<file path="src/itp_pkg.sv">
// ----------------------------------------------------------------------------
// itp_pkg
// shared types and status codes of the iso 8601 timestamp parser
// ----------------------------------------------------------------------------
`timescale 1ns / 1ps
`default_nettype none

package itp_pkg;

	localparam int ItpQueueDepth = 2;

	localparam logic [2:0] STAT_OK     = 3'd0;
	localparam logic [2:0] STAT_FORMAT = 3'd1;
	localparam logic [2:0] STAT_NOZONE = 3'd2;
	localparam logic [2:0] STAT_ZRANGE = 3'd3;
	localparam logic [2:0] STAT_DATE   = 3'd4;
	localparam logic [2:0] STAT_TIME   = 3'd5;

	typedef struct packed {
		logic [7:0] char_code;
		logic       last_char;
	} itp_in_t;

	typedef struct packed {
		logic signed [38:0] unix_seconds;
		logic [2:0]         status;
	} itp_out_t;

	typedef struct packed {
		logic [2:0]  pre_status;
		logic [13:0] year;
		logic [6:0]  month;
		logic [6:0]  day;
		logic [6:0]  hour;
		logic [6:0]  minute;
		logic [6:0]  second;
		logic [6:0]  zone_hours;
		logic [6:0]  zone_minutes;
		logic        zone_negative;
		logic        use_offset;
	} itp_rec_t;

endpackage

`default_nettype wire

</file>
<file path="src/iso8601_timestamp_parser.sv">
// ----------------------------------------------------------------------------
// iso8601_timestamp_parser
// iso 8601 text to unix seconds with zone offset removed
//
// char channel: one text byte per request, last_char set on the final byte.
// the parser takes a byte every cycle while the string queue has room.
// time channel: one request per string, unix_seconds and status, zero
// seconds on any error.
// path: the string of the final byte passes the queue, the seven steps of the date
// unit (check, valid, yoe, doe, days, secs, sum) and one output register.
// throughput: bytes at one per cycle while the queue has room; strings one at a
// time, set by the sequential date unit; shorter strings back up in the queue.
// a stalled receiver holds the result in the output register while the
// queue and then the parser fill and drop char_ready.
// reset clears the parser to the start of a string, empties the queue and
// drops time_valid.
// ----------------------------------------------------------------------------
`timescale 1ns / 1ps
`default_nettype none

module iso8601_timestamp_parser #(
	parameter int QUEUE_DEPTH = itp_pkg::ItpQueueDepth
) (
	input  wire               clk,
	input  wire               arst_n,
	input  wire               char_valid,
	output logic              char_ready,
	input  itp_pkg::itp_in_t  char_data,
	output logic              time_valid,
	input  wire               time_ready,
	output itp_pkg::itp_out_t time_data
);
	import itp_pkg::*;

	logic     rec_push, rec_full, rec_pop, rec_empty;
	itp_rec_t rec_wr, rec_rd;

	itp_front u_front (
		.clk        (clk),
		.arst_n     (arst_n),
		.char_valid (char_valid),
		.char_ready (char_ready),
		.char_data  (char_data),
		.rec_push   (rec_push),
		.rec_full   (rec_full),
		.rec_data   (rec_wr)
	);

	itp_fifo #(
		.QUEUE_DEPTH (QUEUE_DEPTH)
	) u_fifo (
		.clk       (clk),
		.arst_n    (arst_n),
		.push      (rec_push),
		.push_data (rec_wr),
		.full      (rec_full),
		.pop       (rec_pop),
		.pop_data  (rec_rd),
		.empty     (rec_empty)
	);

	itp_back u_back (
		.clk        (clk),
		.arst_n     (arst_n),
		.rec_empty  (rec_empty),
		.rec_pop    (rec_pop),
		.rec_data   (rec_rd),
		.time_valid (time_valid),
		.time_ready (time_ready),
		.time_data  (time_data)
	);

	assert property (@(posedge clk) disable iff (!arst_n)
		time_valid && (time_data.status != STAT_OK) |-> time_data.unix_seconds == '0)
		else $error("error result carries nonzero seconds");

	assert property (@(posedge clk) disable iff (!arst_n)
		time_valid && (time_data.status == STAT_OK)
		|-> (time_data.unix_seconds >= -39'sd62135683140)
			&& (time_data.unix_seconds <= 39'sd253402387139))
		else $error("seconds outside the four digit year range");

	assert property (@(posedge clk) disable iff (!arst_n)
		time_valid |-> time_data.status <= STAT_TIME)
		else $error("undefined status code");

	assert property (@(posedge clk) disable iff (!arst_n)
		rec_push |=> !rec_empty)
		else $error("pushed string lost from queue");

endmodule

`default_nettype wire

</file>
<file path="src/itp_front.sv">
// ----------------------------------------------------------------------------
// itp_front
// byte parser: walks the timestamp text and hands each finished string on
// ----------------------------------------------------------------------------
`timescale 1ns / 1ps
`default_nettype none

module itp_front (
	input  wire              clk,
	input  wire              arst_n,
	input  wire              char_valid,
	output logic             char_ready,
	input  itp_pkg::itp_in_t char_data,
	output logic             rec_push,
	input  wire              rec_full,
	output itp_pkg::itp_rec_t rec_data
);
	import itp_pkg::*;

	localparam logic [7:0] CH_ZERO  = 8'h30;
	localparam logic [7:0] CH_NINE  = 8'h39;
	localparam logic [7:0] CH_DASH  = 8'h2D;
	localparam logic [7:0] CH_PLUS  = 8'h2B;
	localparam logic [7:0] CH_COLON = 8'h3A;
	localparam logic [7:0] CH_T     = 8'h54;
	localparam logic [7:0] CH_SPACE = 8'h20;
	localparam logic [7:0] CH_DOT   = 8'h2E;
	localparam logic [7:0] CH_Z     = 8'h5A;

	typedef enum logic [5:0] {
		SEC_PREFIX = 6'b000001,
		SEC_AFTER  = 6'b000010,
		SEC_FRAC0  = 6'b000100,
		SEC_FRACN  = 6'b001000,
		SEC_ZULU   = 6'b010000,
		SEC_OFFSET = 6'b100000
	} section_t;

	function automatic logic [6:0] acc7(input logic [6:0] f, input logic [3:0] d);
		logic [10:0] t;
		t = {1'b0, f, 3'b000} + {3'b000, f, 1'b0} + {7'b0, d};
		return t[6:0];
	endfunction

	function automatic logic [13:0] acc14(input logic [13:0] f, input logic [3:0] d);
		logic [17:0] t;
		t = {1'b0, f, 3'b000} + {3'b000, f, 1'b0} + {14'b0, d};
		return t[13:0];
	endfunction

	section_t    sec_q, sec_n;
	logic [4:0]  pos_q, pos_n;
	logic [13:0] year_q, year_n;
	logic [6:0]  month_q, month_n, day_q, day_n;
	logic [6:0]  hour_q, hour_n, minute_q, minute_n, second_q, second_n;
	logic [6:0]  zh_q, zh_n, zm_q, zm_n;
	logic        zneg_q, zneg_n;
	logic [2:0]  err_q, err_n;
	logic [2:0]  pre_status;
	logic        is_dig, zone_go, accept;
	logic [7:0]  dig8;
	logic [3:0]  d4;

	assign char_ready = !rec_full;
	assign accept     = char_valid && char_ready;
	assign rec_push   = accept && char_data.last_char;
	assign is_dig     = (char_data.char_code >= CH_ZERO) && (char_data.char_code <= CH_NINE);
	assign dig8       = char_data.char_code - CH_ZERO;
	assign d4         = dig8[3:0];

	always_comb begin
		sec_n    = sec_q;
		pos_n    = pos_q;
		year_n   = year_q;
		month_n  = month_q;
		day_n    = day_q;
		hour_n   = hour_q;
		minute_n = minute_q;
		second_n = second_q;
		zh_n     = zh_q;
		zm_n     = zm_q;
		zneg_n   = zneg_q;
		err_n    = err_q;
		zone_go  = 1'b0;
		if (err_q == STAT_OK) begin
			unique case (sec_q)
				SEC_PREFIX: begin
					if (pos_q == 5'd4 || pos_q == 5'd7) begin
						if (char_data.char_code != CH_DASH) err_n = STAT_FORMAT;
					end else if (pos_q == 5'd10) begin
						if (char_data.char_code != CH_T && char_data.char_code != CH_SPACE)
							err_n = STAT_FORMAT;
					end else if (pos_q == 5'd13 || pos_q == 5'd16) begin
						if (char_data.char_code != CH_COLON) err_n = STAT_FORMAT;
					end else if (!is_dig) begin
						err_n = STAT_FORMAT;
					end else if (pos_q <= 5'd3) begin
						year_n = acc14(year_q, d4);
					end else if (pos_q <= 5'd6) begin
						month_n = acc7(month_q, d4);
					end else if (pos_q <= 5'd9) begin
						day_n = acc7(day_q, d4);
					end else if (pos_q <= 5'd12) begin
						hour_n = acc7(hour_q, d4);
					end else if (pos_q <= 5'd15) begin
						minute_n = acc7(minute_q, d4);
					end else begin
						second_n = acc7(second_q, d4);
					end
					if (pos_q >= 5'd18) sec_n = SEC_AFTER;
					else pos_n = pos_q + 5'd1;
				end
				SEC_AFTER: begin
					if (char_data.char_code == CH_DOT) sec_n = SEC_FRAC0;
					else zone_go = 1'b1;
				end
				SEC_FRAC0: begin
					if (is_dig) sec_n = SEC_FRACN;
					else err_n = STAT_FORMAT;
				end
				SEC_FRACN: begin
					if (!is_dig) zone_go = 1'b1;
				end
				SEC_ZULU: begin
					err_n = STAT_FORMAT;
				end
				SEC_OFFSET: begin
					if (pos_q >= 5'd5) begin
						err_n = STAT_FORMAT;
					end else begin
						if (pos_q == 5'd2) begin
							if (char_data.char_code != CH_COLON) err_n = STAT_FORMAT;
						end else if (!is_dig) begin
							err_n = STAT_FORMAT;
						end else if (pos_q < 5'd2) begin
							zh_n = acc7(zh_q, d4);
						end else begin
							zm_n = acc7(zm_q, d4);
						end
						pos_n = pos_q + 5'd1;
					end
				end
				default: begin
					err_n = STAT_FORMAT;
				end
			endcase
			if (zone_go) begin
				if (char_data.char_code == CH_Z) begin
					sec_n = SEC_ZULU;
				end else if (char_data.char_code == CH_PLUS || char_data.char_code == CH_DASH) begin
					sec_n  = SEC_OFFSET;
					zneg_n = (char_data.char_code == CH_DASH);
					pos_n  = 5'd0;
				end else begin
					err_n = STAT_NOZONE;
				end
			end
		end
	end

	always_comb begin
		if (err_n != STAT_OK) begin
			pre_status = err_n;
		end else begin
			unique case (sec_n) inside
				SEC_PREFIX, SEC_FRAC0: pre_status = STAT_FORMAT;
				SEC_AFTER, SEC_FRACN:  pre_status = STAT_NOZONE;
				SEC_ZULU:              pre_status = STAT_OK;
				SEC_OFFSET: begin
					if (pos_n != 5'd5) pre_status = STAT_FORMAT;
					else if (zh_n > 7'd23 || zm_n > 7'd59) pre_status = STAT_ZRANGE;
					else pre_status = STAT_OK;
				end
				default: pre_status = STAT_FORMAT;
			endcase
		end
	end

	always_comb begin
		rec_data.pre_status    = pre_status;
		rec_data.year          = year_n;
		rec_data.month         = month_n;
		rec_data.day           = day_n;
		rec_data.hour          = hour_n;
		rec_data.minute        = minute_n;
		rec_data.second        = second_n;
		rec_data.zone_hours    = zh_n;
		rec_data.zone_minutes  = zm_n;
		rec_data.zone_negative = zneg_n;
		rec_data.use_offset    = (sec_n == SEC_OFFSET);
	end

	always_ff @(posedge clk or negedge arst_n) begin
		if (!arst_n) begin
			sec_q    <= SEC_PREFIX;
			pos_q    <= '0;
			year_q   <= '0;
			month_q  <= '0;
			day_q    <= '0;
			hour_q   <= '0;
			minute_q <= '0;
			second_q <= '0;
			zh_q     <= '0;
			zm_q     <= '0;
			zneg_q   <= 1'b0;
			err_q    <= STAT_OK;
		end else if (accept) begin
			if (char_data.last_char) begin
				sec_q    <= SEC_PREFIX;
				pos_q    <= '0;
				year_q   <= '0;
				month_q  <= '0;
				day_q    <= '0;
				hour_q   <= '0;
				minute_q <= '0;
				second_q <= '0;
				zh_q     <= '0;
				zm_q     <= '0;
				zneg_q   <= 1'b0;
				err_q    <= STAT_OK;
			end else begin
				sec_q    <= sec_n;
				pos_q    <= pos_n;
				year_q   <= year_n;
				month_q  <= month_n;
				day_q    <= day_n;
				hour_q   <= hour_n;
				minute_q <= minute_n;
				second_q <= second_n;
				zh_q     <= zh_n;
				zm_q     <= zm_n;
				zneg_q   <= zneg_n;
				err_q    <= err_n;
			end
		end
	end

endmodule

`default_nettype wire

</file>
<file path="src/itp_fifo.sv">
// ----------------------------------------------------------------------------
// itp_fifo
// short queue of parsed strings between the byte parser and the date unit
// ----------------------------------------------------------------------------
`timescale 1ns / 1ps
`default_nettype none

module itp_fifo #(
	parameter int QUEUE_DEPTH = itp_pkg::ItpQueueDepth
) (
	input  wire               clk,
	input  wire               arst_n,
	input  wire               push,
	input  itp_pkg::itp_rec_t push_data,
	output logic              full,
	input  wire               pop,
	output itp_pkg::itp_rec_t pop_data,
	output logic              empty
);
	import itp_pkg::*;

	localparam int PtrW = (QUEUE_DEPTH > 1) ? $clog2(QUEUE_DEPTH) : 1;
	localparam int CntW = $clog2(QUEUE_DEPTH + 1);
	localparam logic [PtrW-1:0] PtrLast = PtrW'(QUEUE_DEPTH - 1);
	localparam logic [CntW-1:0] CntFull = CntW'(QUEUE_DEPTH);

	itp_rec_t        mem_q [QUEUE_DEPTH];
	logic [PtrW-1:0] wr_ptr_q, rd_ptr_q;
	logic [CntW-1:0] count_q;

	assign full     = (count_q == CntFull);
	assign empty    = (count_q == '0);
	assign pop_data = mem_q[rd_ptr_q];

	always_ff @(posedge clk) begin
		if (push) mem_q[wr_ptr_q] <= push_data;
	end

	always_ff @(posedge clk or negedge arst_n) begin
		if (!arst_n) begin
			wr_ptr_q <= '0;
			rd_ptr_q <= '0;
			count_q  <= '0;
		end else begin
			if (push) wr_ptr_q <= (wr_ptr_q == PtrLast) ? '0 : wr_ptr_q + 1'b1;
			if (pop) rd_ptr_q <= (rd_ptr_q == PtrLast) ? '0 : rd_ptr_q + 1'b1;
			if (push && !pop) count_q <= count_q + 1'b1;
			else if (pop && !push) count_q <= count_q - 1'b1;
		end
	end

endmodule

`default_nettype wire

</file>
<file path="src/itp_back.sv">
// ----------------------------------------------------------------------------
// itp_back
// date and time check, civil day count and second sum, one string at a time
// ----------------------------------------------------------------------------
`timescale 1ns / 1ps
`default_nettype none

module itp_back (
	input  wire               clk,
	input  wire               arst_n,
	input  wire               rec_empty,
	output logic              rec_pop,
	input  itp_pkg::itp_rec_t rec_data,
	output logic              time_valid,
	input  wire               time_ready,
	output itp_pkg::itp_out_t time_data
);
	import itp_pkg::*;

	localparam logic [22:0] Recip25 = 23'd1311;

	typedef enum logic [8:0] {
		BK_IDLE  = 9'b000000001,
		BK_CHECK = 9'b000000010,
		BK_VALID = 9'b000000100,
		BK_YOE   = 9'b000001000,
		BK_DOE   = 9'b000010000,
		BK_DAYS  = 9'b000100000,
		BK_SECS  = 9'b001000000,
		BK_SUM   = 9'b010000000,
		BK_DONE  = 9'b100000000
	} back_state_t;

	// exact x / 25 for x below 4096
	function automatic logic [7:0] div25(input logic [11:0] x);
		logic [22:0] p;
		p = {11'b0, x} * Recip25;
		return p[22:15];
	endfunction

	// days from march 1 to the first of the month
	function automatic logic [8:0] march_base(input logic [6:0] m);
		logic [8:0] b;
		case (m)
			7'd3:    b = 9'd0;
			7'd4:    b = 9'd31;
			7'd5:    b = 9'd61;
			7'd6:    b = 9'd92;
			7'd7:    b = 9'd122;
			7'd8:    b = 9'd153;
			7'd9:    b = 9'd184;
			7'd10:   b = 9'd214;
			7'd11:   b = 9'd245;
			7'd12:   b = 9'd275;
			7'd1:    b = 9'd306;
			7'd2:    b = 9'd337;
			default: b = 9'd0;
		endcase
		return b;
	endfunction

	function automatic logic [6:0] month_days(input logic [6:0] m, input logic leap);
		logic [6:0] n;
		case (m) inside
			7'd1, 7'd3, 7'd5, 7'd7, 7'd8, 7'd10, 7'd12: n = 7'd31;
			7'd4, 7'd6, 7'd9, 7'd11:                    n = 7'd30;
			7'd2:                                       n = leap ? 7'd29 : 7'd28;
			default:                                    n = 7'd0;
		endcase
		return n;
	endfunction

	back_state_t        state_q;
	itp_rec_t           rec_q;
	logic [7:0]         q100_q;
	logic [13:0]        yy_q;
	logic [16:0]        tod_q, off_q;
	logic [8:0]         doy_q;
	logic [2:0]         status_q;
	logic [4:0]         era_q;
	logic [8:0]         yoe_q;
	logic [17:0]        doe_q;
	logic [21:0]        era_days_q;
	logic signed [22:0] days_q;
	logic signed [39:0] dsec_q;
	logic signed [38:0] secs_q;
	itp_out_t           out_q;
	logic               out_valid_q;

	logic               leap, date_bad, time_bad, out_load;
	logic [6:0]         dim;
	logic [13:0]        yy_n, q100_x100, era_x400, yoe_wide;
	logic [7:0]         q100_n, era_wide, c100;
	logic [2:0]         status_n;
	logic signed [39:0] days_ext, tod_ext, off_ext, secs_n;

	assign rec_pop    = (state_q == BK_IDLE) && !rec_empty;
	assign out_load   = (state_q == BK_DONE) && (!out_valid_q || time_ready);
	assign time_valid = out_valid_q;
	assign time_data  = out_q;

	assign yy_n      = rec_q.year - {13'b0, (rec_q.month <= 7'd2)};
	assign q100_n    = div25(rec_q.year[13:2]);
	assign q100_x100 = {6'b0, q100_q} * 14'd100;
	assign leap      = (rec_q.year[1:0] == 2'b00)
		&& ((rec_q.year != q100_x100) || (q100_q[1:0] == 2'b00));
	assign dim       = month_days(rec_q.month, leap);
	assign date_bad  = (rec_q.year == '0) || (rec_q.month == '0) || (rec_q.month > 7'd12)
		|| (rec_q.day == '0) || (rec_q.day > dim);
	assign time_bad  = (rec_q.hour > 7'd23) || (rec_q.minute > 7'd59) || (rec_q.second > 7'd59);
	assign era_wide  = div25({2'b0, yy_q[13:4]});
	assign era_x400  = {9'b0, era_q} * 14'd400;
	assign yoe_wide  = yy_q - era_x400;
	assign c100      = div25({5'b0, yoe_q[8:2]});
	assign days_ext  = $signed({{17{days_q[22]}}, days_q});
	assign tod_ext   = $signed({23'b0, tod_q});
	assign off_ext   = $signed({23'b0, off_q});

	always_comb begin
		if (rec_q.pre_status != STAT_OK) status_n = rec_q.pre_status;
		else if (date_bad) status_n = STAT_DATE;
		else if (time_bad) status_n = STAT_TIME;
		else status_n = STAT_OK;
	end

	always_comb begin
		secs_n = dsec_q + tod_ext;
		if (rec_q.use_offset) begin
			if (rec_q.zone_negative) secs_n = dsec_q + tod_ext + off_ext;
			else secs_n = dsec_q + tod_ext - off_ext;
		end
	end

	always_ff @(posedge clk) begin
		unique case (state_q)
			BK_IDLE: begin
				if (rec_pop) rec_q <= rec_data;
			end
			BK_CHECK: begin
				q100_q <= q100_n;
				yy_q   <= yy_n;
				tod_q  <= {10'b0, rec_q.hour} * 17'd3600 + {10'b0, rec_q.minute} * 17'd60
					+ {10'b0, rec_q.second};
				off_q  <= {10'b0, rec_q.zone_hours} * 17'd3600
					+ {10'b0, rec_q.zone_minutes} * 17'd60;
				doy_q  <= march_base(rec_q.month) + {2'b0, rec_q.day} - 9'd1;
			end
			BK_VALID: begin
				status_q <= status_n;
				era_q    <= era_wide[4:0];
			end
			BK_YOE: begin
				yoe_q <= yoe_wide[8:0];
			end
			BK_DOE: begin
				doe_q      <= {9'b0, yoe_q} * 18'd365 + {11'b0, yoe_q[8:2]} - {10'b0, c100}
					+ {9'b0, doy_q};
				era_days_q <= {17'b0, era_q} * 22'd146097;
			end
			BK_DAYS: begin
				days_q <= $signed({1'b0, era_days_q}) + $signed({5'b0, doe_q}) - 23'sd719468;
			end
			BK_SECS: begin
				dsec_q <= days_ext * 40'sd86400;
			end
			BK_SUM: begin
				secs_q <= secs_n[38:0];
			end
			BK_DONE: begin
				if (out_load) begin
					out_q.status       <= status_q;
					out_q.unix_seconds <= (status_q == STAT_OK) ? secs_q : '0;
				end
			end
			default: begin
			end
		endcase
	end

	always_ff @(posedge clk or negedge arst_n) begin
		if (!arst_n) begin
			state_q     <= BK_IDLE;
			out_valid_q <= 1'b0;
		end else begin
			if (out_load) out_valid_q <= 1'b1;
			else if (time_ready) out_valid_q <= 1'b0;
			unique case (state_q)
				BK_IDLE:  if (rec_pop) state_q <= BK_CHECK;
				BK_CHECK: state_q <= BK_VALID;
				BK_VALID: state_q <= BK_YOE;
				BK_YOE:   state_q <= BK_DOE;
				BK_DOE:   state_q <= BK_DAYS;
				BK_DAYS:  state_q <= BK_SECS;
				BK_SECS:  state_q <= BK_SUM;
				BK_SUM:   state_q <= BK_DONE;
				BK_DONE:  if (out_load) state_q <= BK_IDLE;
				default:  state_q <= BK_IDLE;
			endcase
		end
	end

endmodule

`default_nettype wire
</file>
<file path="config.mk">
export PLATFORM = sky130hd
export DESIGN_NAME = iso8601_timestamp_parser
export DESIGN_NICKNAME = d
export VERILOG_FILES = /design/src/itp_pkg.sv /design/src/iso8601_timestamp_parser.sv /design/src/itp_front.sv /design/src/itp_fifo.sv /design/src/itp_back.sv
export SDC_FILE = /design/constraint.sdc
export NUM_CORES = 2
export LEC_CHECK = 0
export BUFFER_PORTS_ARGS = -buffer_cell sky130_fd_sc_hd__buf_2
export CAP_MARGIN = 10
export CORE_MARGIN = 2
export CORE_UTILIZATION = 60
export CTS_BUF_LIST = sky130_fd_sc_hd__clkbuf_8
export CTS_CLUSTER_DIAMETER = 120
export DETAILED_ROUTE_END_ITERATION = 10
export GPL_ROUTABILITY_DRIVEN = 0
export PLACE_DENSITY = 0.76
export SLEW_MARGIN = 5
export SYNTH_ARGS = -nofsm -noshare
export SYNTH_HDL_FRONTEND = slang
export SYNTH_HIERARCHICAL = 1
export SYNTH_SLANG_ARGS = --single-unit
</file>
<file path="constraint.sdc">
create_clock -name clk -period 7.2 [get_ports clk]
set_input_delay 0.72 -clock clk [delete_from_list [all_inputs] [get_ports clk]]
set_output_delay 0.72 -clock clk [all_outputs]
set_load 0.03 [all_outputs]
</file>
* Word-level counts from Yosys, hierarchy flattened
Memory sizes are Yosys's and may differ from the RTL's. A register that Yosys moved wholly into a read port is not among the register bits.
Cells that the tools add are included.
** Operators by class
- Divide/modulo/power cells :: 0
- Bitwise gates (word level) :: 0
- Multiply operators :: 12
- Multiplexer cells :: 143
- Equality and inequality tests :: 49
- Shifts and indexed selects :: 0
- $add $sub $neg :: 37
- Magnitude comparators :: 18
- Reduce and logical (&&, ||, !) cells :: 46
** Operators with widths (count)
- 2-to-1 mux 7 bit :: 71
- 2-to-1 mux 14 bit :: 8
- case mux 9 bit (9 select lines) :: 1
- adder 39 x 18 -> 39 bit :: 2
- 2-to-1 mux 39 bit :: 2
- 2-to-1 mux 3 bit :: 19
- adder 7 x 4 -> 7 bit :: 7
- adder 7 bit :: 7
- 2-to-1 mux 6 bit :: 8
- subtractor 39 x 18 -> 39 bit :: 1
- 2-to-1 mux 9 bit :: 4
- == test 7 x 4 -> 1 bit, second input constant :: 5
- 2-to-1 mux 5 bit :: 7
- adder 17 x 13 -> 17 bit :: 2
- multiplier 23 x 11 -> 32 bit, second input constant :: 1
- == test 7 x 3 -> 1 bit, second input constant :: 4
- multiplier 7 x 8 -> 13 bit, second input constant :: 2
- == test 8 x 6 -> 1 bit, second input constant :: 3
- != test 8 x 6 -> 1 bit, second input constant :: 3
- adder 22 x 18 -> 23 bit :: 1
- multiplier 12 x 11 -> 23 bit, second input constant :: 1
- subtractor 23 x 21 -> 23 bit, second input constant :: 1
- multiplier 5 x 18 -> 22 bit, second input constant :: 1
- multiplier 7 x 4 -> 11 bit, second input constant :: 2
- 81 further kinds :: 142
** Word-level totals
- Word-level logic and storage cells :: 339
- ROM bits :: 144
- Flip-flop bits (word level) :: 350
- Latch bits :: 0
- Input port bits :: 13
- RAM bits :: 136
- Output and inout port bits :: 44
- Memories kept :: 2
** Memory list
- (name not given) :: depth 16, bits a word 9, read ports 1, clocked after Yosys merged registers in 0, wr ports 0, RTL line itp_back.sv:44 : case (m)
- u_fifo.mem_q :: depth 2, bits a word 68, read ports 1, clocked after Yosys merged registers in 1, wr ports 1, RTL line itp_fifo.sv:27 : itp_rec_t mem_q [QUEUE_DEPTH];

* Logic depth before layout (Yosys ltp)
- Depth in word-level cells :: 14
- Gate-level depth with buffers :: 36

* Cells and area by module
Netlist, hierarchy kept.
** By module, submodules not included
- itp_back :: instances 1, area an instance 33853.7 um^2, cells each 3117
- itp_front :: instances 1, area an instance 6984.2 um^2, cells each 770
- itp_fifo :: instances 1, area an instance 5136.2 um^2, cells each 228

* Worst setup path before layout
Ideal clock, no wire load.
- Path type :: reg-to-reg
- Start :: reg u_back.yoe_q[6]
- End :: reg u_back.doe_q[17], data pin
- Path slack :: -0.663 ns
- Arrival time :: 7.603 ns
- Library setup time :: 0.260 ns
- Data required time :: 6.940 ns
- Stages on the path, launching flop included :: 31
- Path through :: edfxtp_1 fa_1 inv_1 fa_1 fa_1 inv_1 ha_1 ha_1 a21oi_1 o21ai_0 a21o_1 a2111oi_0 o31ai_1 a21o_1 xnor2_1 ha_1 inv_1 fa_1 fa_1 fa_1 inv_1 ha_1 a21o_1 a21oi_1 o21a_1 o21ai_0 a41oi_1 a21oi_1 a221o_1 a21oi_1 xnor2_1
** Between the ends
- Cells in the longest elaborated chain, start to end :: 4
- Elaborated cells between the ends (all ways) :: 5
** RTL lines
- start, declared :: RTL line itp_back.sv:81 : logic [8:0] yoe_q;
- start signal, assigned :: RTL line itp_back.sv:153 : yoe_q <= yoe_wide[8:0];
- multiplier 9 x 9 -> 18 bit :: RTL line itp_back.sv:156 : doe_q <= {9'b0, yoe_q} * 18'd365 + {11'b0, yoe_q[8:2]} - {10'b0, c100}
- adder 18 x 7 -> 18 bit :: RTL line itp_back.sv:156
- subtractor 18 x 3 -> 18 bit * :: RTL line itp_back.sv:156
- adder 18 x 9 -> 18 bit * :: RTL line itp_back.sv:157 : + {9'b0, doy_q};
- end signal, assigned :: RTL line itp_back.sv:156
- end, declared :: RTL line itp_back.sv:82 : logic [17:0] doe_q;
Mark *: on every way between the ends. The rest lies on a longest branch, timed or not.
A chain may end at the register's enable or synchronous reset.

* Worst setup path in the final report
- Start :: reg u_back.yoe_q[8]
- End :: reg u_back.doe_q[14], data pin
The elaborated chain is that of the path after synthesis.

==> out/qor.csv <==
stage,metric,value,unit
status,status,finished with violations,
status,violations,negative setup slack,
timing,slew_headroom,22.99,%
synthesis,synth.distinct_cells,95,
grt,antenna_found_initial,2,
route,wire_per_inst,16.09,µm
synthesis,syn_nets,5138,
timing,finClkSkew,0.04014,ns
critical_path,r2r_start,u_back/yoe_q[8],
synthesis,syn_inst,4115,
place,port_buffers,56,
route,drt_wl_total,86310,µm
floorplan,ios,57,
synthesis,synth_area_leaders,"edfxtp_1 30%, ha_1 20%, fa_1 11%",
route,antenna_left,0,
grt,grt.overflow.total,0,
timing,fin_crit,7.466,ns
synthesis,synthFlopType,edfxtp_1,
clock_tree,clockBufferDepth,3,
critical_path,r2r.worst_path.cells,34,
hold_path,min_from,u_back/tod_q[1],
critical_path,cp_max_fo,3,
route,viasPerCell,5.526,
clock_tree,numCtsBuffers,93,
synthesis,synth_largest_area_cell,edfxtp_1,
grt,grt_max_degree,77,
critical_path,cpPeakStageDelay,0.61,ns
route,via_count,29636,
job,maxCapViolCount,0,
timing,final-hold-violation-count,0,
layout,final_common_cell,ha_1,
critical_path,cp.required,7.60,ns
clock_tree,cts_tree,built,
floorplan,rows,101,
grt,grt_pass1_wl,144600,µm
floorplan,dieArea,78850,µm²
clock_tree,clkSlewWorstSetupHoldPaths,0.06,ns
route,remaining_drc_errors,0,
critical_path,crit_path_frequent_cell,inv_2,
synthesis,ys_seq_elements,561,
layout,nets,5276,
critical_path,crit_path_start_kind,flop,
hold_path,hold_path_class,flop to flop,
synthesis,synth.top_cell.area_share,30.05,%
critical_path,worstPathArrival,7.87,ns
hold_path,hold_end,u_back/secs_q[1],
critical_path,setup.worst_path.end_class,flop,
critical_path,crit_type,flop to flop,
timing,setup_violations,6,
layout,area_growth,8.206,%
floorplan,core,75950,µm²
timing,grt_setup_unrepaired,yes,
synthesis,syn_area,45970,µm²
timing,layout_setup_ws,-0.2660,ns
layout,drive_gt1_share,10.30,%
critical_path,rr_endpoint,u_back/doe_q[14],
synthesis,synth_edf_count,460,
route,dr.pass1.iters,5,
floorplan,die_w,280.8,µm
floorplan,initial_core_util,60.53,%
timing,tightest_slew,1.155,ns
timing,fin_crit_sh,103.7,%
route,drt_iter0_drc,1506,
critical_path,r2r_slack,-0.27,ns
timing,max_freq,0.1339,GHz
floorplan,die_h,280.8,µm
synthesis,synth_seq_area_share,35.45,%
synthesis,synth.avg_cell_area,11.17,µm²
synthesis,ys_async_sr_fraction,16.40,%
grt,grt_use_total,22.46,%
hold_path,min_path_cells,0,
critical_path,cp_slowest_cell,fa_1,
layout,mostFrequentLayoutCells,"745 x ha_1, 634 x inv_1, 460 x edfxtp_1, 258 x fa_1, 221 x xnor2_1",
synthesis,yosys_warnings,6,
clock_tree,clock_latency,0.69,ns
place,dp_hpwl,65800,µm
timing,whs,0.4108,ns
clock_tree,clock-sinks,561,
timing,final_max_slew_viol_count,0,
clock_tree,cts-root-buf,clkbuf_8,
grt,grt_pass1_vias,29956,
clock_tree,cts.htree.levels,3,
## layout make-up
| cell class | count | area (µm²) |
|---|---|---|
| timing repair buffer | 114 | 728.2 |
| antenna | 3 | 7.507 |
| inverter | 614 | 2305 |
| fill | 5731 | 26200 |
| tap | 1030 | 1289 |
| sequential | 561 | 16300 |
| clock inverter | 74 | 505.5 |
| multi-input combinational | 2869 | 27260 |
| clock buffer | 98 | 1349 |
## registers in the layout, indices dropped and copies added, names as in the netlist, 8 cells and up, named ones only
| register | flops |
|---|---|
| u_back/yy_q | 14 |
| u_back/tod_q | 17 |
| u_fifo/mem_q | 136 |
| u_front/year_q | 14 |
| u_back/yoe_q | 9 |
| u_back/secs_q | 39 |
| u_back/off_q | 15 |
| u_back/days_q | 23 |
| u_back/doy_q | 9 |
| u_back/dsec_q | 32 |
| u_back/doe_q | 18 |
| u_back/rec_q | 68 |
| u_back/q100_q | 8 |
| u_back/state_q | 9 |
| u_back/time_data | 42 |
| u_back/era_days_q | 22 |
## metal layers
| layer | share of wire (%) | vias up | global-route usage (%) | routed length (µm) |
|---|---|---|---|---|
| met5 | 0 | - | 0 | 0 |
| li1 | - | 14692 | - | - |
| met3 | 3.4 | 134 | 2.968 | 2977 |
| met4 | 2.0 | 0 | 5.828 | 1725 |
| met1 | 45 | 14314 | 29.06 | 38830 |
| met2 | 50 | 496 | 39.74 | 42770 |
## cell families after synthesis
logic type | count (synthesis) | synth area share [%]
and+or+nand+nor | 701 | 7.756
adders and majority gates | 1010 | 31.73
AOI/OAI and AO/OA | 707 | 10.03
muxes | 130 | 3.225
buffers and inverters | 685 | 5.693
DFF | 561 | 35.45
xor gates and xnor gates | 321 | 6.115
## stage by stage
stage	util (%)	cells	worst slack, ns	cell area, µm²	setup TNS [ns]
4_1_cts	65.46	5359	-0.2511	49720	-0.9146
3_5_place_dp	62.84	5181	-0.5249	47730	-2.871
3_3_place_gp	62.84	5181	-0.4001	47730	-1.796
6_report	65.50	5363	-0.2660	49750	-1.082
5_1_grt	65.49	5361	-0.5622	49740	-3.144
2_1_floorplan	-	4115	-0.1879	46030	-0.4849
## critical path: cells and delay by family, from the launching register on
family,cells,cell delay (ns)
simple gates,2,0.20
buf+inv,7,0.33
flops,1,0.42
compound gates,12,1.97
fa+ha+maj,11,4.00
xor+xnor,2,0.29
## synth_stat cells (all sizes together), types with 13 or more instances
master and count:
o21ai 148, o31ai 22, or2 13, nand4 21
nand2b 34, mux2 115, nor4 17, a21oi 225
clkbuf 58, nor3 65, a211oi 20, mux2i 15
nor2b 31, a31oi 26, xor2 99, o21a 16
xnor2 222, a22o 38, dfrtp 90, and3 32
nor2 144, nand3 50, and2 53, nand2 182
o21bai 27, edfxtp 460, ha 750, o211ai 17
or3 15, fa 260, buf 13, inv 614
a21o 90
## timing repair
item | CTS | global route
buffers inserted | 5 | 1
pin swaps | 15 | 7
endpoints found under the hold margin | 16 | 0
hold buffers | 1 | 0
gates cloned | 0 | 0
gates resized for setup | 15 | 4
endpoints found under the setup margin | 9 | 9
## worst max-delay path by stage
stage / start / to / cells after the start
6_report: u_back/yoe_q[8] / u_back/doe_q[14] / 34
4_1_cts: u_back/yoe_q[8] / u_back/doe_q[17] / 30
3_5_place_dp: u_back/yoe_q[7] / u_back/doe_q[14] / 34
5_1_grt: u_back/yoe_q[8] / u_back/doe_q[17] / 30
3_3_place_gp: u_back/yoe_q[7] / u_back/doe_q[14] / 34
2_1_floorplan: u_back/yoe_q[6] / u_back/doe_q[17] / 30
Power is left out: the tool's default activity adds up to more than one toggle a clock period on the data nets, which glitch-free logic cannot reach.
